**src/hdl/tbr_div.sv**
```systemverilog
`default_nettype none
// ----------------------------------------------------------------------------
// Radix-2 restoring divider
// Unsigned quotient of a DW-bit dividend by a nonzero VW-bit divisor, one
// quotient bit per cycle; o_done pulses for one cycle with the quotient held.
// ----------------------------------------------------------------------------
module tbr_div #(
    parameter int DW = 25,
    parameter int VW = 12
) (
    input  wire logic          i_clk,
    input  wire logic          i_rst_n,
    input  wire logic          i_start,
    input  wire logic [DW-1:0] i_dividend,
    input  wire logic [VW-1:0] i_divisor,
    output logic               o_done,
    output logic [DW-1:0]      o_quotient
);

    localparam int CW = $clog2(DW);

    logic          r_busy;
    logic          r_done;
    logic [CW-1:0] r_cnt;
    logic [VW-1:0] r_rem;
    logic [VW-1:0] r_dvs;
    logic [DW-1:0] r_quo;

    logic [VW:0]   trial;
    logic          fits;
    logic [VW-1:0] n_rem;

    always_comb begin
        trial = {r_rem, r_quo[DW-1]} - {1'b0, r_dvs};
        fits  = ~trial[VW];
        n_rem = fits ? trial[VW-1:0] : {r_rem[VW-2:0], r_quo[DW-1]};
    end

    always_ff @(posedge i_clk) begin
        if (!i_rst_n) begin
            r_busy <= 1'b0;
            r_done <= 1'b0;
            r_cnt  <= '0;
        end else begin
            r_done <= 1'b0;
            if (i_start) begin
                r_busy <= 1'b1;
                r_cnt  <= '0;
            end else if (r_busy) begin
                r_cnt <= r_cnt + CW'(1);
                if (r_cnt == CW'(DW - 1)) begin
                    r_busy <= 1'b0;
                    r_done <= 1'b1;
                end
            end
        end
    end

    always_ff @(posedge i_clk) begin
        if (i_start) begin
            r_rem <= '0;
            r_dvs <= i_divisor;
            r_quo <= i_dividend;
        end else if (r_busy) begin
            r_rem <= n_rem;
            r_quo <= {r_quo[DW-2:0], fits};
        end
    end

    assign o_done     = r_done;
    assign o_quotient = r_quo;

endmodule
`default_nettype wire

```
**config.mk**
```make
export PLATFORM = sky130hd
export DESIGN_NAME = tbr_div
export DESIGN_NICKNAME = d
export VERILOG_FILES = /design/src/hdl/tbr_div.sv
export SDC_FILE = /design/constraint.sdc
export NUM_CORES = 1
export LEC_CHECK = 0
export BUFFER_PORTS_ARGS = -buffer_cell sky130_fd_sc_hd__buf_2
export CORE_UTILIZATION = 23
export DETAILED_ROUTE_END_ITERATION = 10
export GPL_TIMING_DRIVEN = 0
export PLACE_DENSITY = 0.41
export SLEW_MARGIN = 10
export SYNTH_ARGS = -nofsm -noshare
export SYNTH_HDL_FRONTEND = slang
export SYNTH_SLANG_ARGS = --single-unit
```
**constraint.sdc**
```tcl
create_clock -name i_clk -period 2.3 [get_ports i_clk]
set_input_delay 0.345 -clock i_clk [delete_from_list [all_inputs] [get_ports i_clk]]
set_output_delay 0.345 -clock i_clk [all_outputs]
set_load 0.05 [all_outputs]
```
==> results of run 1 <==
synth_stat cells, types with 2 or more instances:
cell	instances	area share, %
a21o_1	2	0.50
a21oi_1	10	1.7
a311oi_1	8	2.3
a31o_1	2	0.58
a31oi_1	2	0.41
a31oi_2	2	0.83
buf_4	4	0.99
clkbuf_1	7	0.87
dfxtp_1	19	13
edfxtp_1	37	37
ha_1	14	5.8
inv_1	18	2.2
mux2_2	24	8.9
mux2i_1	2	0.66
nand2_1	10	1.2
nand2b_1	6	1.2
nand3_1	8	1.3
nand4_1	4	0.83
nor2_1	25	3.1
nor2b_1	7	1.4
nor3_1	4	0.66
nor4_1	5	1.0
o2111ai_1	2	0.58
o21a_1	4	0.99
o21ai_0	7	1.2
o21ai_1	9	1.5
o311ai_0	2	0.58
o31a_1	2	0.58
xnor2_1	3	0.87
xor2_1	5	1.4
critical path: cells and delay by family (launching register included):
kind / cells / cell delay (ns)
buffers and inverters: 2 / 0.22
AOI/OAI and AO/OA: 4 / 0.95
and+or+nand+nor: 2 / 0.22
DFF: 1 / 0.41
adders and majority gates: 2 / 0.41
logic make-up after synthesis:
logic type	share of synthesized area [%]
AO/OA/AOI/OAI	13.8
XOR/XNOR	2.32
adder cells (fa/ha/maj)	6.46
buffers and inverters	4.39
flip-flops	49.3
multiplexers	10.1
AND/OR/NAND/NOR	13.6
metrics by stage:
stage / utilization [%] / std cells / instance area, sq um
6_report: 31.5 / 533 / 4000
5_1_grt: 31.5 / 533 / 4000
4_1_cts: 30.8 / 528 / 3920
3_5_place_dp: 28.6 / 512 / 3630
3_3_place_gp: 28.6 / 512 / 3630
2_1_floorplan: - / 275 / 3090
power groups by stage:
| stage | combinational [W] | sequential, W | clock, W |
|---|---|---|---|
| 6_report | 0.00101 | 0.00124 | 0.000901 |
| 5_1_grt | 0.00109 | 0.00125 | 0.000960 |
| 4_1_cts | 0.000948 | 0.00124 | 0.000935 |
| 3_5_place_dp | 0.000878 | 0.00126 | 0 |
| 3_3_place_gp | 0.000873 | 0.00126 | 0 |
| 2_1_floorplan | 0.000497 | 0.00142 | 0 |
final cells by class:
type                            count  area (sq um)  area share [%]
Tap cell                          172           215            5.37
Clock buffer                        6           129            3.22
Clock inverter                      2          38.8           0.969
Sequential cell                    56          1490            37.2
Buffer                             13          87.6            2.19
Inverter                           18          67.6            1.69
Multi-Input combinational cell    188          1530            38.3
Timing Repair Buffer               78           442            11.0
routing by layer:
metal,vias up,global-route usage (%),wire [microns]
li1,1193,-,-
met4,0,4.30,115
met5,-,0,0
met2,41,17.9,3660
met3,7,2.13,182
met1,1141,16.3,3840
flip-flops by register name (all words and copies together) (netlist names):
signal,cells
o_done,1
o_quotient,25
r_busy,1
r_cnt,5
r_dvs,12
r_rem,12
final timing paths:
kind | to | startpoint
max | o_quotient[0] | o_quotient[24]
max reg2reg | o_quotient[0] | o_quotient[24]
min reg2reg | r_rem[9] | r_rem[9]
min | r_dvs[7] | i_divisor[7]
timing repair:
item,in CTS,in global routing
setup buffers,6,4
cloned,2,1
resized for setup,14,12
pin swaps,12,15
endpoints found under the setup margin,38,38
==> impl_results.md, run 1 <==
* Status: finished, violations left
* Failing checks: setup timing
* Share of cells above drive strength 1 at between 30% and 40%
* Die height at around 120 microns
* Total Nets Final at approximately 420
* First-pass GRT wire length at 12000 microns
* Worst hold path class: in2reg
* CP Launch Type: register
* Post-synth cell types at 51
* Setup tns final at -1.42 ns
* Switching Share at about a third
* Worst-path clk slew at around 0.080 ns
* Crit path cell chain: inv_1, ha_2, fa_2, nor2b_2, o31a_1, o21a_4, a31o_4, buf_6, nor2_4, o21ai_1
* CP max FO at 4
* Initial DRC count at between 100 and 150
* Clock network power share at about 29%
* Measured slew at the worst slew-check pin at about 0.6 ns
* CTS Hold Bufs at 0
* Cells after Synth at about 280
* Synthesis-stage register bit count at between 50 and 60
* Initial antenna violation count at 0
* Port bufs at 65
* # IOs at 66
* Register-to-Register Path Depth at 10
* Num CTS Buffers at 5
* Max IR drop VDD at ~0.00036 V
* Total power at about 0.0031 W
* Site row count at 41
* Crit path capture type: register
* Vias per Instance at ~4.5
* Tmin final at roughly 2.5 ns
* Total power divided by cell area at around 790 mW/mm^2
* Crit Path Class: reg2reg
* Sequential share of power at roughly 40%
* Cell area after synthesis at roughly 0.0030 sq mm
* # DRC at 0
* Largest net degree at the start of global routing at 26
* Max-Slew Margin vs Limit at about three fifths
* Fmax at ~0.41 GHz
* CP max stage delay at approximately 0.41 ns
* GPL Wtd Cong at 0.712
* Arr. time, crit path at between 2 and 3 ns
* Clock Path Buffers at 2
* Number of global-route vias before repair at ~2300
* Final hold vios at 0
* Clock Latency Late Sink at roughly 0.3 ns
* Area delta synth->final at 32.5%
* Final Skew at about 0.0065 ns
* Sequential fraction of the synthesis area at between 40% and 50%
* N_diodes at 0
* Hold WS at around 0.22 ns
* Die width at about 120 microns
* Data required, critical path at between 2 and 2.5 ns
* CP max stage cell: edfxtp_1
* Num Clock Sinks at 56
* TritonRoute pass-1 iters at 4
* Synth Warn # at 0
* Slew Limit Fails at 0
* Avg Synthesized Cell Area at between 10 and 15 sq um
* Final period utilization at 107%
* H-tree levels at 2
* Wire length per cell at about 15 microns
* Initial Utilization at a little under a quarter
* Post-synth EDFFs at 37
* Die area at ~0.014 sq mm
* DP Worst Slack at -0.328 ns
* All-Layer GR Usage at a little under an eighth
* Core area at about 0.013 sq mm
* Hold Path Stages at 1
* RSZ-0062 raised after global routing: yes
* Leak Pwr at 1.58 nW
* Vias at ~2400
* Sw power at around 0.0010 W
* Filler cells at ~1400
* WL final at 7800 microns
* Final WS setup at -0.166 ns
* Endpoints failing setup at 13
* GR Overflow Total at 0
* CTS tree: yes
* Most frequent cells in the layout: buf_2 (65), edfxtp_1 (37), mux2_2 (24), nor2_1 (24), dfxtp_1 (19)
* Internal power at between 0.002 and 0.0025 W
* Primary FF master, synth: edfxtp_1
* Syn_nets at 330
* Logic pwr share at around a third
* Reported max-cap violation count at 0
* ANT nets after route at 0
* Detail Placement HPWL at 5400 microns
* Flop2flop setup slack at -0.17 ns
* Commonest non-fill, non-tap cell in the layout: buf_2
* Root buffer cell: clkbuf_16
* FFs w/ async S/R, synth at 0%
Power figures use the tool's default switching activity.
==> run 2, diff against run 1 <==
--- a/config.mk
+++ b/config.mk
@@ -6,10 +6,10 @@
 export NUM_CORES = 1
 export LEC_CHECK = 0
 export BUFFER_PORTS_ARGS = -buffer_cell sky130_fd_sc_hd__buf_2
-export CORE_UTILIZATION = 23
+export CORE_UTILIZATION = 30
 export DETAILED_ROUTE_END_ITERATION = 10
 export GPL_TIMING_DRIVEN = 0
-export PLACE_DENSITY = 0.41
+export PLACE_DENSITY = 0.5
 export SLEW_MARGIN = 10
 export SYNTH_ARGS = -nofsm -noshare
 export SYNTH_HDL_FRONTEND = slang
==> impl_results.md, run 2 (synthesis results as in run 1) <==
* Status: finished, violations left
* Failing checks: setup timing
* Final Skew at 0.00308 ns (-0.00347 ns)
* CTS tree: yes
* Initial antenna violation count at 0 (unchanged)
* Total Nets Final at 413 (-0.48%)
* N_diodes at 0 (unchanged)
* Share of cells above drive strength 1 at 39.8% (+0.50 points)
* Endpoints failing setup at 38 (+25)
* All-Layer GR Usage at 13.8% (+2.1 points)
* Post-route cell area at 0.00387 sq mm (-3.2%)
* Vias per Instance at 4.83 (+8.1%)
* Detail Placement HPWL at 4970 microns (-8.1%)
* Die area at 0.0105 sq mm (-23%)
* Reported max-cap violation count at 0 (unchanged)
* Number of global-route vias before repair at 2153 (-5.6%)
* # IOs at 66 (unchanged)
* Data required, critical path at 2.53 ns (+0.20 ns)
* Num Clock Sinks at 56 (unchanged)
* Initial Utilization at 30.9% (+7.2 points)
* Crit path capture type: register
* ANT nets after route at 0 (unchanged)
* Vias at 2376 (-0.25%)
* # DRC at 0 (unchanged)
* Slew Limit Fails at 0 (unchanged)
* Final hold vios at 0 (unchanged)
* Area of the multi-input gates at 0.00155 sq mm (+0.82%)
* Die height at 102 microns (-12%)
* Port bufs at 65 (unchanged)
* First-pass GRT wire length at 11100 microns (-7.2%)
* Max-Slew Margin vs Limit at 54.4% (-5.5 points)
* Total power at 0.00278 W (-12%)
* Commonest non-fill, non-tap cell in the layout: buf_2
* Clock Path Buffers at 2 (unchanged)
* CP Launch Type: register
* Num CTS Buffers at 5 (unchanged)
* Final WS setup at -0.137 ns (+0.0295 ns)
* Area delta synth->final at 28.2%
* Max IR drop VDD at 0.000385 V (+7.6%)
* Total power divided by cell area at 718 mW/mm^2 (-8.6%)
* GPL Wtd Cong at 0.749 (+5.1%)
* Most frequent cells in the layout: buf_2 (65), edfxtp_1 (37), mux2_2 (24), nor2_1 (24), dfxtp_1 (19)
* Worst-path clk slew at 0.10 ns (+0.02 ns)
* Tmin final at 2.44 ns (-0.0295 ns)
* Fmax at 0.410 GHz (+1.2%)
* Measured slew at the worst slew-check pin at 0.678 ns (+0.0750 ns)
* H-tree levels at 2 (unchanged)
* Core area at 0.00977 sq mm (-23%)
* CP max FO at 4 (unchanged)
* Register area at 0.00149 sq mm (unchanged)
* Hold Path Stages at 1 (unchanged)
* Filler cells at 985 (-28%)
* Worst hold path class: in2reg
* GR Overflow Total at 0 (unchanged)
* Clock Latency Late Sink at 0.31 ns (about the same)
* Initial DRC count at 108 (-1.8%)
* Fin util at 39.6% (+8.2 points)
* Leak Pwr at 1.53 nW (-3.2%)
* Largest register FFs at 25 (unchanged)
* Site row count at 36 (-12%)
* Final period utilization at 106% (-1.3 points)
* Register-to-Register Path Depth at 10 (unchanged)
* RSZ-0062 raised after global routing: yes
* Placed cell area at 0.00358 sq mm (-1.3%)
* Largest net degree at the start of global routing at 26 (unchanged)
* Die width at 102 microns (-12%)
* Arr. time, crit path at 2.66 ns (+0.16 ns)
* TritonRoute pass-1 iters at 4 (unchanged)
* Crit Path Class: reg2reg
* WL final at 7250 microns (-7.0%)
* Wire length per cell at 14.7 microns (+0.79%)
* Root buffer cell: clkbuf_8
[run 2: final timing paths]
check	startpoint	to	slack (ns)
setup reg to reg	o_quotient[24]	r_rem[0]	-0.14
hold / removal	i_divisor[7]	r_dvs[7]	0.20
setup / recovery	o_quotient[24]	r_rem[0]	-0.14
hold reg to reg	r_rem[9]	r_rem[9]	0.52
[run 2: where the power goes]
part           switching [W]  internal, W  leakage (nW)  total [W]
Clock               0.000342     0.000218        0.0414   0.000560
Sequential         0.0000559      0.00118         0.525    0.00124
Combinational       0.000600     0.000388         0.961   0.000988
[run 2: metal layers]
metal  track usage [%]  routed length, microns  part of all wire [%]
met1              19.9                    3340                    46
met2              21.2                    3490                    48
met3              2.33                     284                   3.9
met4              4.07                     142                   2.0
met5                 0                       0                     0
[run 2: area by class of cell]
cell class | count | area share, %
Multi-Input combinational cell | 188 | 39.9
Sequential cell | 56 | 38.5
Timing Repair Buffer | 76 | 11.1
Tap cell | 133 | 4.29
Buffer | 13 | 2.23
Clock buffer | 6 | 1.87
Inverter | 18 | 1.74
Clock inverter | 2 | 0.420
[run 2: what timing repair did]
action                     CTS  global route
setup endpoints to repair   13            38
pin swaps                    9            14
resized for setup           10            12
cloned                       1             1
hold buffers                 0             0
setup buffers                5             4
[run 2: critical path: stages, from the launching register on]
cell and delay (ns):
edfxtp_1 0.37, inv_1 0.05, ha_2 0.17, fa_2 0.35
nor2b_2 0.14, o31a_1 0.33, o21a_4 0.22, a31oi_4 0.14
buf_4 0.18, a21o_1 0.16, a311oi_1 0.24
[run 2: stage by stage]
stage | instances | setup TNS, ns | hold slack, ns | setup WS [ns]
CTS | 487 | -1.14 | 0.190 | -0.113
finish | 492 | -1.53 | 0.199 | -0.137
detailed placement | 473 | -7.50 | 0.507 | -0.268
global placement | 473 | -7.04 | 0.499 | -0.269
global route | 492 | -6.31 | 0.181 | -0.228
floorplan | 275 | -3.25 | 0.444 | -0.274
==> run 3, diff against run 2 <==
--- a/config.mk
+++ b/config.mk
@@ -9,7 +9,7 @@
 export CORE_UTILIZATION = 30
 export DETAILED_ROUTE_END_ITERATION = 10
 export GPL_TIMING_DRIVEN = 0
-export PLACE_DENSITY = 0.5
+export PLACE_DENSITY = 0.48
 export SLEW_MARGIN = 10
 export SYNTH_ARGS = -nofsm -noshare
 export SYNTH_HDL_FRONTEND = slang
==> constraint.sdc (replaced) <==
create_clock -name i_clk -period 2.9 [get_ports i_clk]
set_input_delay 0.435 -clock i_clk [delete_from_list [all_inputs] [get_ports i_clk]]
set_output_delay 0.435 -clock i_clk [all_outputs]
set_load 0.05 [all_outputs]
==> impl_results.md, run 3 (synthesis results as in run 1) <==
* ANT nets after route at 0 (unchanged)
* RSZ-0062 raised after global routing: no
* CP max FO at 10 (+6)
* CTS Hold Bufs at 0 (unchanged)
* Critical path buffers and inverters at 2 (unchanged)
* Final period utilization at 93.1% (-13 points)
* Endpoints failing setup at 0 (-100%)
* Site row count at 36 (unchanged)
* Data required, critical path at 2.95 ns (+0.42 ns)
* GPL Wtd Cong at 0.776 (+3.6%)
* Initial antenna violation count at 0 (unchanged)
* Reported max-cap violation count at 0 (unchanged)
* Total Nets Final at 405 (-1.9%)
* # DRC at 0 (unchanged)
* Delay-heaviest family, CP: compound AO/OA/AOI/OAI gates
* Max IR drop VDD at 0.000242 V (-37%)
* Area delta synth->final at 20.4%
* All-Layer GR Usage at 13.4% (-0.44 points)
* Vias at 2328 (-2.0%)
* CP max stage cell: fa_1
* Num CTS Buffers at 5 (unchanged)
* Tmin final at 2.70 ns (+0.263 ns)
* Status: finished clean
* Final Skew at 0.00425 ns (+0.00117 ns)
* Num Clock Sinks at 56 (unchanged)
* # IOs at 66 (unchanged)
* Wire length per cell at 14.0 microns (-5.2%)
* Fin cells at 484 (-1.6%)
* Slew Limit Fails at 0 (unchanged)
* Die area at 0.0105 sq mm (unchanged)
* Leak Pwr at 1.45 nW (-5.2%)
* Initial Utilization at 30.9% (unchanged)
* # placed instances at 473 (unchanged)
* Largest net degree at the start of global routing at 26 (unchanged)
* TritonRoute pass-1 iters at 5 (+1)
* Vias per Instance at 4.81 (-0.40%)
* Flop2flop setup slack at 0.20 ns (+0.34 ns)
* Arr. time, crit path at 2.75 ns (+0.09 ns)
* Setup tns final at 0 ns (+1.53 ns)
* CTS tree: yes
* H-tree levels at 2 (unchanged)
* Clock Path Buffers at 2 (unchanged)
* Final hold vios at 0 (unchanged)
* First-pass GRT wire length at 10700 microns (-3.4%)
* Worst-path clk slew at 0.10 ns (about the same)
* Crit Path Class: reg2reg
* Commonest non-fill, non-tap cell in the layout: buf_2
* Initial DRC count at 81 (-25%)
* Clock Latency Late Sink at 0.31 ns (about the same)
* Max-Slew Margin vs Limit at 60.5% (+6.1 points)
* Measured slew at the worst slew-check pin at 0.593 ns (-0.0845 ns)
* Crit path cell chain: inv_1, ha_1, fa_1, nor2b_1, o31a_1, o21ai_2, a31o_1, buf_4, nor2_2, o21ai_1
* Crit path capture type: register
* Detail Placement HPWL at 4910 microns (-1.1%)
* Root buffer cell: clkbuf_8
* CP max stage delay at 0.40 ns (+0.03 ns)
* Worst hold path class: in2reg
* WL final at 6770 microns (-6.7%)
* Largest register FFs at 25 (unchanged)
* Total power divided by cell area at 575 mW/mm^2 (-20%)
* Core area at 0.00977 sq mm (unchanged)
* Number of global-route vias before repair at 2176 (+1.1%)
* Share of cells above drive strength 1 at 32.5% (-7.4 points)
* N_diodes at 0 (unchanged)
* Fmax at 0.370 GHz (-9.7%)
* Port bufs at 65 (unchanged)
* CP Launch Type: register
* Die width at 102 microns (unchanged)
* GR Overflow Total at 0 (unchanged)
* Filler cells at 1015 (+3.0%)
* Most frequent cells in the layout: buf_2 (65), edfxtp_1 (37), mux2_2 (24), nor2_1 (24), dfxtp_1 (19)
* Die height at 102 microns (unchanged)
-- run 3: power by group --
part           internal (W)  switching (W)
clock              0.000173       0.000271
sequential         0.000935      0.0000411
combinational      0.000249       0.000425
-- run 3: area by class of cell --
cell class | count | area, sq um | area share [%]
Buffer | 13 | 67.6 | 1.86
Tap cell | 133 | 166 | 4.57
Multi-Input combinational cell | 188 | 1410 | 38.7
Timing Repair Buffer | 68 | 348 | 9.56
Inverter | 18 | 67.6 | 1.86
Sequential cell | 56 | 1490 | 41.0
Clock inverter | 2 | 16.3 | 0.447
Clock buffer | 6 | 72.6 | 1.99
-- run 3: what timing repair did --
action | 4_1_cts | 5_1_grt
gates resized for setup | 0 | 3
setup endpoints to repair | 0 | 5
setup buffers | 0 | 3
-- run 3: stage by stage --
step | total power [W] | hold slack [ns] | cell area (sq um) | util, % | worst slack [ns]
after floorplan | 0.00149 | 0.477 | 3020 | - | 0.196
final | 0.00209 | 0.288 | 3640 | 37.2 | 0.200
after global routing | 0.00222 | 0.278 | 3640 | 37.2 | 0.0321
after detailed placement | 0.00165 | 0.501 | 3510 | 36.0 | 0.177
after CTS | 0.00211 | 0.275 | 3600 | 36.9 | 0.133
after global placement | 0.00165 | 0.500 | 3510 | 36.0 | 0.151
-- run 3: final timing paths --
check	startpoint	endpoint	depth (start not counted)
worst max register to register	o_quotient[24]	o_quotient[0]	10
worst min-delay path	i_divisor[0]	r_dvs[0]	1
worst min register to register	r_rem[10]	r_rem[10]	2
worst max-delay path	o_quotient[24]	o_quotient[0]	10
-- run 3: metal layers --
metal	routed length, microns	vias to the layer above	share of wire (%)	track usage (%)
met5	0	-	0	0
met4	93	0	1.4	4.18
met3	219	7	3.2	2.33
met2	3210	42	47	21.0
met1	3240	1108	48	18.7
li1	-	1171	-	-
